`src/sv/jmn_pkg.sv`:
```
// jmn_pkg: shared types, action codes and constants for the joystick menu navigator
// no dependencies; imported by every module of the block
package jmn_pkg;

  localparam int unsigned NumScreens = 4;  // last screen index, home is 1
  localparam int unsigned LuxScreen  = 2;  // screen whose click clears the lux average

  localparam int unsigned CfgAddrW   = 4;

  typedef enum logic [2:0] {
    ACT_NONE  = 3'd0,
    ACT_LEFT  = 3'd1,
    ACT_RIGHT = 3'd2,
    ACT_UP    = 3'd3,
    ACT_DOWN  = 3'd4,
    ACT_CLICK = 3'd5,
    ACT_LONG  = 3'd6
  } action_t;

  typedef enum logic [1:0] {
    REG_LONG_PRESS = 2'd0,
    REG_HIGH_THR   = 2'd1,
    REG_LOW_THR    = 2'd2,
    REG_TIMEOUT    = 2'd3
  } reg_idx_t;

  localparam logic [3:0]  ScreenOff      = 4'd0;
  localparam logic [3:0]  ScreenHome     = 4'd1;
  localparam logic [3:0]  ScreenLast     = 4'(NumScreens);
  localparam logic [3:0]  ScreenLux      = 4'(LuxScreen);

  localparam logic [15:0] LongPressReset = 16'd100;
  localparam logic [11:0] HighThrReset   = 12'd3000;
  localparam logic [11:0] LowThrReset    = 12'd1000;
  localparam logic [15:0] TimeoutReset   = 16'd3000;

  typedef struct packed {
    logic [15:0] long_press_samples;
    logic [11:0] high_threshold;
    logic [11:0] low_threshold;
    logic [15:0] screen_timeout_samples;
  } cfg_t;

  typedef struct packed {
    logic        button_down;
    logic [11:0] pos_x;
    logic [11:0] pos_y;
  } sample_t;

  typedef struct packed {
    action_t     action;
    logic [3:0]  screen;
    logic        home_mode;
    logic        clear_average;
    logic        redraw;
  } result_t;

  function automatic logic [15:0] sat_inc16(input logic [15:0] v);
    return (v == 16'hFFFF) ? 16'hFFFF : v + 16'd1;
  endfunction

endpackage

```
`src/sv/jmn_if.sv`:
```
// jmn_in_if / jmn_out_if: valid-ready channels for samples and results
// no dependencies; the action code is carried as a plain 3-bit field
interface jmn_in_if;
  logic        valid;
  logic        ready;
  logic        button_down;
  logic [11:0] pos_x;
  logic [11:0] pos_y;

  modport source (output valid, output button_down, output pos_x, output pos_y,
                  input ready);
  modport sink   (input valid, input button_down, input pos_x, input pos_y,
                  output ready);
endinterface

interface jmn_out_if;
  logic        valid;
  logic        ready;
  logic [2:0]  action;
  logic [3:0]  screen;
  logic        home_mode;
  logic        clear_average;
  logic        redraw;

  modport source (output valid, output action, output screen, output home_mode,
                  output clear_average, output redraw, input ready);
  modport sink   (input valid, input action, input screen, input home_mode,
                  input clear_average, input redraw, output ready);
endinterface

```
`src/sv/jmn_cfg_regs.sv`:
```
// jmn_cfg_regs: apb-style register file holding thresholds and sample limits
// depends on jmn_pkg for cfg_t and register indexes
module jmn_cfg_regs
  import jmn_pkg::*;
(
  input  logic                clk,
  input  logic                rst_n,
  input  logic                psel,
  input  logic                penable,
  input  logic                pwrite,
  input  logic [CfgAddrW-1:0] paddr,
  input  logic [31:0]         pwdata,
  output logic [31:0]         prdata,
  output logic                pready,
  output cfg_t                cfg
);

  cfg_t     cfg_r;
  logic     wr_en;
  reg_idx_t idx;

  assign pready = 1'b1;
  assign wr_en  = psel && penable && pwrite;
  assign idx    = reg_idx_t'(paddr[3:2]);
  assign cfg    = cfg_r;

  always_ff @(posedge clk) begin
    if (!rst_n) begin
      cfg_r.long_press_samples     <= LongPressReset;
      cfg_r.high_threshold         <= HighThrReset;
      cfg_r.low_threshold          <= LowThrReset;
      cfg_r.screen_timeout_samples <= TimeoutReset;
    end else if (wr_en) begin
      unique case (idx)
        REG_LONG_PRESS: cfg_r.long_press_samples     <= pwdata[15:0];
        REG_HIGH_THR:   cfg_r.high_threshold         <= pwdata[11:0];
        REG_LOW_THR:    cfg_r.low_threshold          <= pwdata[11:0];
        REG_TIMEOUT:    cfg_r.screen_timeout_samples <= pwdata[15:0];
        default: ;
      endcase
    end
  end

  always_comb begin
    unique case (idx)
      REG_LONG_PRESS: prdata = {16'd0, cfg_r.long_press_samples};
      REG_HIGH_THR:   prdata = {20'd0, cfg_r.high_threshold};
      REG_LOW_THR:    prdata = {20'd0, cfg_r.low_threshold};
      REG_TIMEOUT:    prdata = {16'd0, cfg_r.screen_timeout_samples};
      default:        prdata = 32'd0;
    endcase
  end

endmodule

```
`src/sv/jmn_nav.sv`:
```
// jmn_nav: press/stick decoding, screen selector and timeout state
// depends on jmn_pkg; state advances only when en is high
module jmn_nav
  import jmn_pkg::*;
(
  input  logic    clk,
  input  logic    rst_n,
  input  logic    en,
  input  sample_t smp,
  input  cfg_t    cfg,
  output result_t res
);

  logic        press_active_r, press_active_nxt;
  logic [15:0] press_count_r, press_count_nxt;
  logic        stick_moved_r, stick_moved_nxt;
  logic [15:0] idle_count_r, idle_count_nxt;
  logic [3:0]  screen_r, screen_nxt;
  logic        home_r, home_nxt;
  action_t     act;
  logic        clr;
  logic        y_hi, y_lo, x_hi, x_lo, neutral;

  assign y_hi    = smp.pos_y > cfg.high_threshold;
  assign y_lo    = smp.pos_y < cfg.low_threshold;
  assign x_hi    = smp.pos_x > cfg.high_threshold;
  assign x_lo    = smp.pos_x < cfg.low_threshold;
  assign neutral = (smp.pos_x < cfg.high_threshold) && (smp.pos_x > cfg.low_threshold) &&
                   (smp.pos_y < cfg.high_threshold) && (smp.pos_y > cfg.low_threshold);

  always_comb begin
    act              = ACT_NONE;
    clr              = 1'b0;
    press_count_nxt  = press_count_r;
    press_active_nxt = press_active_r;
    stick_moved_nxt  = stick_moved_r;
    idle_count_nxt   = idle_count_r;
    screen_nxt       = screen_r;
    home_nxt         = home_r;

    // button: release gives a click unless the screen is off, hold past the limit a long click and re-arm
    if (smp.button_down) begin
      press_count_nxt  = press_active_r ? sat_inc16(press_count_r) : 16'd0;
      press_active_nxt = 1'b1;
      if (press_count_nxt > cfg.long_press_samples) begin
        act              = ACT_LONG;
        press_active_nxt = 1'b0;
      end
    end else begin
      if (press_active_r && (screen_r != ScreenOff)) act = ACT_CLICK;
      press_active_nxt = 1'b0;
    end

    // stick only read with no press held; fires once then latches
    if (!press_active_nxt) begin
      if (!stick_moved_r && (y_hi || y_lo || x_hi || x_lo)) begin
        stick_moved_nxt = 1'b1;
        if (y_hi)      act = ACT_LEFT;
        else if (y_lo) act = ACT_RIGHT;
        else if (x_hi) act = ACT_DOWN;
        else           act = ACT_UP;
      end else if (neutral) begin
        stick_moved_nxt = 1'b0;
      end
    end

    if (act == ACT_NONE) begin
      idle_count_nxt = sat_inc16(idle_count_r);
      if (idle_count_nxt > cfg.screen_timeout_samples) screen_nxt = ScreenOff;
    end else begin
      idle_count_nxt = 16'd0;
      if (screen_r == ScreenOff) begin
        screen_nxt = ScreenHome;
      end else begin
        case (act)
          ACT_RIGHT: screen_nxt = (screen_r >= ScreenLast) ? ScreenHome : screen_r + 4'd1;
          ACT_LEFT:  screen_nxt = (screen_r <= ScreenHome) ? ScreenLast : screen_r - 4'd1;
          ACT_CLICK: begin
            if (screen_r == ScreenHome)     home_nxt = ~home_r;
            else if (screen_r == ScreenLux) clr      = 1'b1;
          end
          ACT_LONG:  screen_nxt = ScreenOff;
          default:   screen_nxt = ScreenHome;
        endcase
      end
    end

    res.action        = act;
    res.screen        = screen_nxt;
    res.home_mode     = home_nxt;
    res.clear_average = clr;
    res.redraw        = (act != ACT_NONE);
  end

  always_ff @(posedge clk) begin
    if (!rst_n) begin
      press_active_r <= 1'b0;
      press_count_r  <= 16'd0;
      stick_moved_r  <= 1'b0;
      idle_count_r   <= 16'd0;
      screen_r       <= ScreenHome;
      home_r         <= 1'b0;
    end else if (en) begin
      press_active_r <= press_active_nxt;
      press_count_r  <= press_count_nxt;
      stick_moved_r  <= stick_moved_nxt;
      idle_count_r   <= idle_count_nxt;
      screen_r       <= screen_nxt;
      home_r         <= home_nxt;
    end
  end

endmodule

```
`src/sv/joystick_menu_navigator.sv`:
```
// path: a sample transaction loads the input reg, then the result reg once that stage is free
// throughput: one sample per cycle while out_chan.ready takes results; jmn_nav next-state logic is combinational
// a sample is taken into an empty input stage even while a finished result waits on out_chan.ready
// reset: synchronous active-low rst_n; screen home, home mode, counters and latches cleared
// config registers reset to long press 100, thresholds 3000/1000, timeout 3000
// top level: input stage, navigator state, result stage; uses jmn_pkg, jmn_if, submodules
module joystick_menu_navigator
  import jmn_pkg::*;
(
  input  logic                clk,
  input  logic                rst_n,
  jmn_in_if.sink              in_chan,
  jmn_out_if.source           out_chan,
  input  logic                psel,
  input  logic                penable,
  input  logic                pwrite,
  input  logic [CfgAddrW-1:0] paddr,
  input  logic [31:0]         pwdata,
  output logic [31:0]         prdata,
  output logic                pready
);

  cfg_t    cfg;
  sample_t smp_r;
  logic    in_vld_r;
  result_t res;
  result_t out_r;
  logic    out_vld_r, out_vld_nxt;
  logic    adv;

  // register file for thresholds and limits
  jmn_cfg_regs u_cfg (
    .clk     (clk),
    .rst_n   (rst_n),
    .psel    (psel),
    .penable (penable),
    .pwrite  (pwrite),
    .paddr   (paddr),
    .pwdata  (pwdata),
    .prdata  (prdata),
    .pready  (pready),
    .cfg     (cfg)
  );

  // a held sample moves to the result stage when that stage is empty or drains now
  assign adv           = in_vld_r && (!out_vld_r || out_chan.ready);
  assign in_chan.ready = !in_vld_r || adv;

  // input stage: valid is control, payload only loads on a transaction
  always_ff @(posedge clk) begin
    if (!rst_n) begin
      in_vld_r <= 1'b0;
    end else if (in_chan.ready) begin
      in_vld_r <= in_chan.valid;
    end
  end

  always_ff @(posedge clk) begin
    if (in_chan.valid && in_chan.ready) begin
      smp_r.button_down <= in_chan.button_down;
      smp_r.pos_x       <= in_chan.pos_x;
      smp_r.pos_y       <= in_chan.pos_y;
    end
  end

  // navigator state commits in the same cycle the result is captured
  jmn_nav u_nav (
    .clk   (clk),
    .rst_n (rst_n),
    .en    (adv),
    .smp   (smp_r),
    .cfg   (cfg),
    .res   (res)
  );

  // result stage
  always_comb begin
    if (adv)                 out_vld_nxt = 1'b1;
    else if (out_chan.ready) out_vld_nxt = 1'b0;
    else                     out_vld_nxt = out_vld_r;
  end

  always_ff @(posedge clk) begin
    if (!rst_n) begin
      out_vld_r <= 1'b0;
    end else begin
      out_vld_r <= out_vld_nxt;
    end
  end

  always_ff @(posedge clk) begin
    if (adv) begin
      out_r <= res;
    end
  end

  assign out_chan.valid         = out_vld_r;
  assign out_chan.action        = out_r.action;
  assign out_chan.screen        = out_r.screen;
  assign out_chan.home_mode     = out_r.home_mode;
  assign out_chan.clear_average = out_r.clear_average;
  assign out_chan.redraw        = out_r.redraw;

endmodule

```
`src/flat_wrapper.sv`:
```
// flat-port wrapper written by rule: the top's interface ports become plain ports
module joystick_menu_navigator_flat import jmn_pkg::*;
  (clk, rst_n, psel, penable, pwrite, paddr, pwdata, prdata, pready, in_chan_valid, in_chan_button_down, in_chan_pos_x, in_chan_pos_y, in_chan_ready, out_chan_valid, out_chan_action, out_chan_screen, out_chan_home_mode, out_chan_clear_average, out_chan_redraw, out_chan_ready);
  jmn_in_if in_chan_i ();
  jmn_out_if out_chan_i ();
  input  logic clk;
  input  logic rst_n;
  input  logic psel;
  input  logic penable;
  input  logic pwrite;
  input  logic [CfgAddrW-1:0] paddr;
  input  logic [31:0] pwdata;
  output logic [31:0] prdata;
  output logic pready;
  input wire logic [$bits(in_chan_i.valid)-1:0] in_chan_valid;
  input wire logic [$bits(in_chan_i.button_down)-1:0] in_chan_button_down;
  input wire logic [$bits(in_chan_i.pos_x)-1:0] in_chan_pos_x;
  input wire logic [$bits(in_chan_i.pos_y)-1:0] in_chan_pos_y;
  output wire logic [$bits(in_chan_i.ready)-1:0] in_chan_ready;
  output wire logic [$bits(out_chan_i.valid)-1:0] out_chan_valid;
  output wire logic [$bits(out_chan_i.action)-1:0] out_chan_action;
  output wire logic [$bits(out_chan_i.screen)-1:0] out_chan_screen;
  output wire logic [$bits(out_chan_i.home_mode)-1:0] out_chan_home_mode;
  output wire logic [$bits(out_chan_i.clear_average)-1:0] out_chan_clear_average;
  output wire logic [$bits(out_chan_i.redraw)-1:0] out_chan_redraw;
  input wire logic [$bits(out_chan_i.ready)-1:0] out_chan_ready;
  assign in_chan_i.valid = in_chan_valid;
  assign in_chan_i.button_down = in_chan_button_down;
  assign in_chan_i.pos_x = in_chan_pos_x;
  assign in_chan_i.pos_y = in_chan_pos_y;
  assign in_chan_ready = in_chan_i.ready;
  assign out_chan_valid = out_chan_i.valid;
  assign out_chan_action = out_chan_i.action;
  assign out_chan_screen = out_chan_i.screen;
  assign out_chan_home_mode = out_chan_i.home_mode;
  assign out_chan_clear_average = out_chan_i.clear_average;
  assign out_chan_redraw = out_chan_i.redraw;
  assign out_chan_i.ready = out_chan_ready;
  joystick_menu_navigator u_core (.clk(clk), .rst_n(rst_n), .in_chan(in_chan_i), .out_chan(out_chan_i), .psel(psel), .penable(penable), .pwrite(pwrite), .paddr(paddr), .pwdata(pwdata), .prdata(prdata), .pready(pready));
endmodule
```
`config.mk`:
```
export PLATFORM = sky130hd
export DESIGN_NAME = joystick_menu_navigator_flat
export DESIGN_NICKNAME = d
export VERILOG_FILES = /design/src/sv/jmn_pkg.sv /design/src/sv/jmn_if.sv /design/src/sv/jmn_cfg_regs.sv /design/src/sv/jmn_nav.sv /design/src/sv/joystick_menu_navigator.sv /design/src/flat_wrapper.sv
export SDC_FILE = /design/constraint.sdc
export NUM_CORES = 1
export LEC_CHECK = 0
export BUFFER_PORTS_ARGS = -buffer_cell sky130_fd_sc_hd__buf_4
export CAP_MARGIN = 10
export CELL_PAD_IN_SITES_DETAIL_PLACEMENT = 1
export CELL_PAD_IN_SITES_GLOBAL_PLACEMENT = 2
export CORE_ASPECT_RATIO = 0.6
export CORE_UTILIZATION = 35
export DETAILED_ROUTE_END_ITERATION = 6
export GPL_TIMING_DRIVEN = 0
export PLACE_DENSITY = 0.81
export SKIP_LAST_GASP = 1
export SLEW_MARGIN = 0
export SYNTH_ARGS = -nofsm -noshare
export SYNTH_HDL_FRONTEND = slang
export SYNTH_SLANG_ARGS = --single-unit
export TNS_END_PERCENT = 30
```
`constraint.sdc`:
```
create_clock -name clk -period 6.4 [get_ports clk]
set_clock_uncertainty 0.05 [all_clocks]
set_input_delay 0.96 -clock clk [delete_from_list [all_inputs] [get_ports clk]]
set_output_delay 0.96 -clock clk [all_outputs]
set_load 0.01 [all_outputs]
```
Word-level counts from Yosys, hierarchy flattened
Cells that the tools add are included.

cells by class
  $add $sub $neg = 4
  muxes and demuxes = 30
  bitwise operators = 3
  reduce and logical (&&, ||, !) cells = 31
  magnitude comparators = 12
  equality and inequality tests = 11

operators with widths
  kind                                                               count
  one-hot mux 32 bit (4 select lines)                                1
  2-to-1 mux 16 bit                                                  4
  greater-than comparator 12 bit                                     4
  < comparator 12 bit                                                4
  adder 16 x 1 -> 16 bit, second input constant                      2
  equality test 16 bit, second input constant                        2
  greater-than comparator 16 bit                                     2
  2-to-1 mux 3 bit                                                   8
  2-to-1 mux 4 bit                                                   5
  one-hot mux 4 bit (4 select lines)                                 1
  2-to-1 mux 1 bit                                                   11
  AND reduction 2 bit                                                5
  logical AND 1 bit                                                  9
  equality test 3 bit, second input constant                         2
  logical OR 1 bit                                                   5
  adder 4 x 1 -> 4 bit, second input constant                        1
  equality test 2 bit, second input constant                         2
  equality test 4 x 1 -> 1 bit, second input constant                1
  equality test 4 x 2 -> 1 bit, second input constant                1
  greater-or-equal comparator 4 x 3 -> 1 bit, second input constant  1
  less-or-equal comparator 4 x 1 -> 1 bit, second input constant     1
  zero test 4 bit                                                    1
  nonzero test 2 bit                                                 2
  nonzero test 4 bit                                                 1
  other kinds (11)                                                   15

storage, ports and cells
  bits of input ports = 68
  word-level logic and storage cells = 111
  flip-flop bits (word level) = 132
  output and inout bits = 45

Depth between registers and ports, before layout
  depth in word-level cells = 12
  mapped depth = 23

By module
From an unflattened synthesis, not the netlist that was laid out.

second synthesis, totals
  cells, all modules = 939
  area, all modules = 8,495.6 um^2

modules (own cells, without submodules)
  module                   area each (um^2)  cells each  sequential area each (um^2)  times used
  jmn_nav                  4,566.9           629         780.7                        1
  jmn_cfg_regs             2,773.9           266         1,121.1                      1
  joystick_menu_navigator  1,154.9           44          1,091.0                      1

Worst setup path before layout
Ideal clock, no wire load.

  path kind = register to register
  start point = reg u_core.u_nav.press_count_r[0]
  end point = reg u_core.u_nav.screen_r[0]
  buffers on the path = 1
  library setup time = 122 ps
  data required time = 6,228 ps
  arrival time = 4,274 ps
  path slack = 1,954 ps
  cell stages (with the launch flop) = 23
  cells stage by stage = dfxtp_1 -> ha_1 -> nand2_1 -> nor2_1 -> nand4_1 -> or2_2 -> clkbuf_1 -> a21oi_1 -> ha_1 -> a21oi_1 -> o21ai_0 -> a22oi_1 -> nand4b_1 -> o21ai_0 -> inv_1 -> o221ai_1 -> inv_1 -> ha_1 -> o31ai_1 -> nand2b_1 -> a21oi_1 -> o2111ai_2 -> a221o_1

RTL lines
  item                      line            text
  start: declaration        jmn_nav.sv:15   logic [15:0] press_count_r, press_count_nxt;
  start signal: assignment  jmn_nav.sv:105  press_count_r <= press_count_nxt;
  end signal: assignment    jmn_nav.sv:101  screen_r <= ScreenHome;
  end signal: assignment    jmn_nav.sv:108  screen_r <= screen_nxt;
  end: declaration          jmn_nav.sv:18   logic [3:0] screen_r, screen_nxt;

==> flow_summary.json <==
{
  "run_status": "finished clean",
  "setup_viol": 0,
  "drv_slew": 0,
  "h-tree-depth": 4,
  "hold_viol_final": 0,
  "num_vias": 7292,
  "rsz0062_at_grt": "false",
  "synth-edff-count": 35,
  "path_clk_slew_ps": 60,
  "async_flop_share": 0,
  "power_density_nw_per_um2": 223,
  "p_leak_nw": 4.05,
  "yosysMostFrequentCell": "nand2_1",
  "route.met3.wl_um": 1730,
  "critPathArrivalTime_ps": 5890,
  "vdd_drop_max_uv": 155,
  "path_max_fanout": 10,
  "grt_start_max_net_pins": 21,
  "ios": 113,
  "grtUsageTotal": 0.244,
  "grt_pass1_vias": 7179,
  "route.met2.wl_um": 10100,
  "dp_hpwl_um": 21900,
  "ctsHoldBuffers": 0,
  "finalNetCount": 1212,
  "fmax_mhz": 178,
  "wire_per_inst_um": 20.0,
  "rows": 42,
  "ys_seq_area_frac": 0.370,
  "period_needed_ps": 5630,
  "ant_nets": 0,
  "n_fill_cell": 2675,
  "cp-end-kind": "flip-flop",
  "clkLatencyLatePin_ps": 440,
  "cts_sinks": 132,
  "worst_slew_pin_slew_ps": 1000,
  "synthesis.instances": 942,
  "gp_congestion": 0.891,
  "ys.flop_type": "dfxtp_1",
  "maxCapViolations": 0,
  "routed.top_layer": "met4",
  "ys_ff_latch": 132,
  "overflow": 0,
  "cts_tree": "yes",
  "dr.pass1.iters": 6,
  "post_synth_num_cell_types": 66,
  "hold_ws_ps": 425,
  "post_cts_buffers": 0,
  "antenna_cells": 0,
  "drive_gt1_frac": 0.146,
  "drt-met1-wl_um": 15400,
  "min_period_over_period": 0.880,
  "cp-start-kind": "flip-flop",
  "syn_to_final_growth_pct": 20.6,
  "cts_inserted_buffers": 17,
  "via_per_inst": 5.30,
  "synth_area_leaders": "dfxtp_1, ha_1, edfxtp_1",
  "dieArea_sq_um": 23700,
  "synth_top_area_share": 0.240,
  "drt_iter0_drc": 467,
  "clockRootBuffer": "clkbuf_16",
  "grt_first_pass_wirelength_um": 42500,
  "tns_ps": 0,
  "synth_commonest_cells": "nand2_1, a21oi_1, dfxtp_1",
  "antenna_found_initial": 0,
  "core_sq_um": 22300,
  "total_power_mw": 2.17,
  "syn_area_per_cell_sq_um": 8.59,
  "die_x_um": 198,
  "hold_path.class": "flip-flop to flip-flop",
  "post-route-drc-count": 0,
  "synth_area_sq_um": 8090,
  "max_slew_margin": 0.328,
  "synth_top_area_cell": "dfxtp_1",
  "start_util": 0.362,
  "clk_path_buf_depth": 2,
  "drt-total-wl_um": 27500,
  "synth_warnings": 0,
  "die_y_um": 120,
  "cp.required_ps": 6660,
  "worstSetupPathType": "flip-flop to flip-flop",
  "io_buffers": 75
}
[area by class of cell]
| cell class | instances | area (sq um) | area share |
|---|---|---|---|
| Buffer | 55 | 273 | 0.0280 |
| Clock buffer | 25 | 538 | 0.0552 |
| Clock inverter | 6 | 62.6 | 0.00642 |
| Inverter | 72 | 275 | 0.0282 |
| Multi-Input combinational cell | 698 | 4610 | 0.473 |
| Sequential cell | 132 | 2990 | 0.307 |
| Tap cell | 308 | 385 | 0.0395 |
| Timing Repair Buffer | 79 | 616 | 0.0631 |
[flip-flops by register name, summed over array words and instances (netlist names)]
register / count
u_core.u_cfg.cfg: 56
u_core.smp_r: 25
u_core.u_nav.idle_count_r: 16
u_core.u_nav.press_count_r: 16
u_core.out_chan.screen: 4
u_core.u_nav.screen_r: 4
u_core.out_chan.action: 3
u_core.in_vld_r: 1
u_core.out_chan.clear_average: 1
u_core.out_chan.home_mode: 1
u_core.out_chan.redraw: 1
u_core.out_chan.valid: 1
u_core.u_nav.home_r: 1
u_core.u_nav.press_active_r: 1
u_core.u_nav.stick_moved_r: 1
[where the power goes]
| group | internal [mW] | switching [mW] |
|---|---|---|
| logic | 0.103 | 0.163 |
| registers | 0.881 | 0.0170 |
| clock network | 0.619 | 0.386 |
[final timing paths]
path	slack, ps	cells past startpoint	to	start
hold / removal	430	2	u_core.u_cfg.cfg[48]	u_core.u_cfg.cfg[48]
setup / recovery	770	22	u_core.out_chan.screen[1]	u_core.u_nav.press_count_r[0]
setup reg to reg	770	22	u_core.out_chan.screen[1]	u_core.u_nav.press_count_r[0]
hold reg to reg	430	2	u_core.u_cfg.cfg[48]	u_core.u_cfg.cfg[48]
[timing repair]
item / 4_1_cts / 5_1_grt
setup endpoints to repair: 0 / 1
hold endpoints to repair: 0 / 0
resized for setup: 0 / 1
[metal layers]
layer,vias to the layer above,global-route usage
met1,3570,0.397
met2,193,0.307
li1,3510,-
met3,19,0.0568
met4,0,0.0625
met5,-,0
[critical path, stage by stage, from the launching register on]
cell and delay [ps]:
dfxtp_1 370, ha_1 230, nand2_1 80, nor2_1 320, nand4_1 250, or2_2 400
clkbuf_1 270, a21oi_1 370, ha_1 200, nand4_1 110, nor4_1 500, a21boi_0 240
o21ai_1 220, inv_1 100, o221ai_1 230, inv_1 180, ha_1 350, o31ai_1 160
nor2_1 110, a31oi_1 60, or3_1 330, mux2_2 280, nand2_1 60
[cell families after synthesis]
logic type,after synthesis,share of synthesized area
adder cells (fa/ha/maj),89,0.138
buffers and inverters,127,0.0678
AND/OR/NAND/NOR,345,0.195
XOR/XNOR,20,0.0217
AO/OA/AOI/OAI,208,0.165
multiplexers,19,0.0424
flip-flops,132,0.370
other,2,0.000929
[placed cells by master (no fill, tap or decap), drive strengths merged, types with 7 or more instances in the layout]
| master | Yosys | final |
|---|---|---|
| a21o | 8 | 8 |
| a21oi | 111 | 111 |
| and2 | 10 | 10 |
| and3 | 13 | 13 |
| buf | 21 | 100 |
| clkbuf | 34 | 59 |
| conb | 2 | 17 |
| dfxtp | 97 | 97 |
| edfxtp | 35 | 35 |
| ha | 89 | 89 |
| inv | 70 | 71 |
| mux4 | 12 | 12 |
| nand2 | 184 | 184 |
| nand2b | 7 | 7 |
| nand3 | 39 | 39 |
| nand4 | 18 | 18 |
| nor2 | 38 | 38 |
| nor2b | 8 | 8 |
| nor3 | 7 | 7 |
| o211ai | 28 | 28 |
| o21ai | 18 | 18 |
| xnor2 | 9 | 9 |
| xor2 | 11 | 11 |
[per-stage QoR]
step | cell area (sq um) | setup WS, ps | utilization | std cells
after global placement | 9090 | 708 | 0.407 | 1340
after detailed placement | 9140 | 729 | 0.409 | 1343
after CTS | 9740 | 656 | 0.436 | 1374
after global routing | 9750 | 258 | 0.437 | 1375
after floorplan | 8140 | 1950 | - | 957
final | 9750 | 768 | 0.437 | 1375
Power figures use the tool's default switching activity.
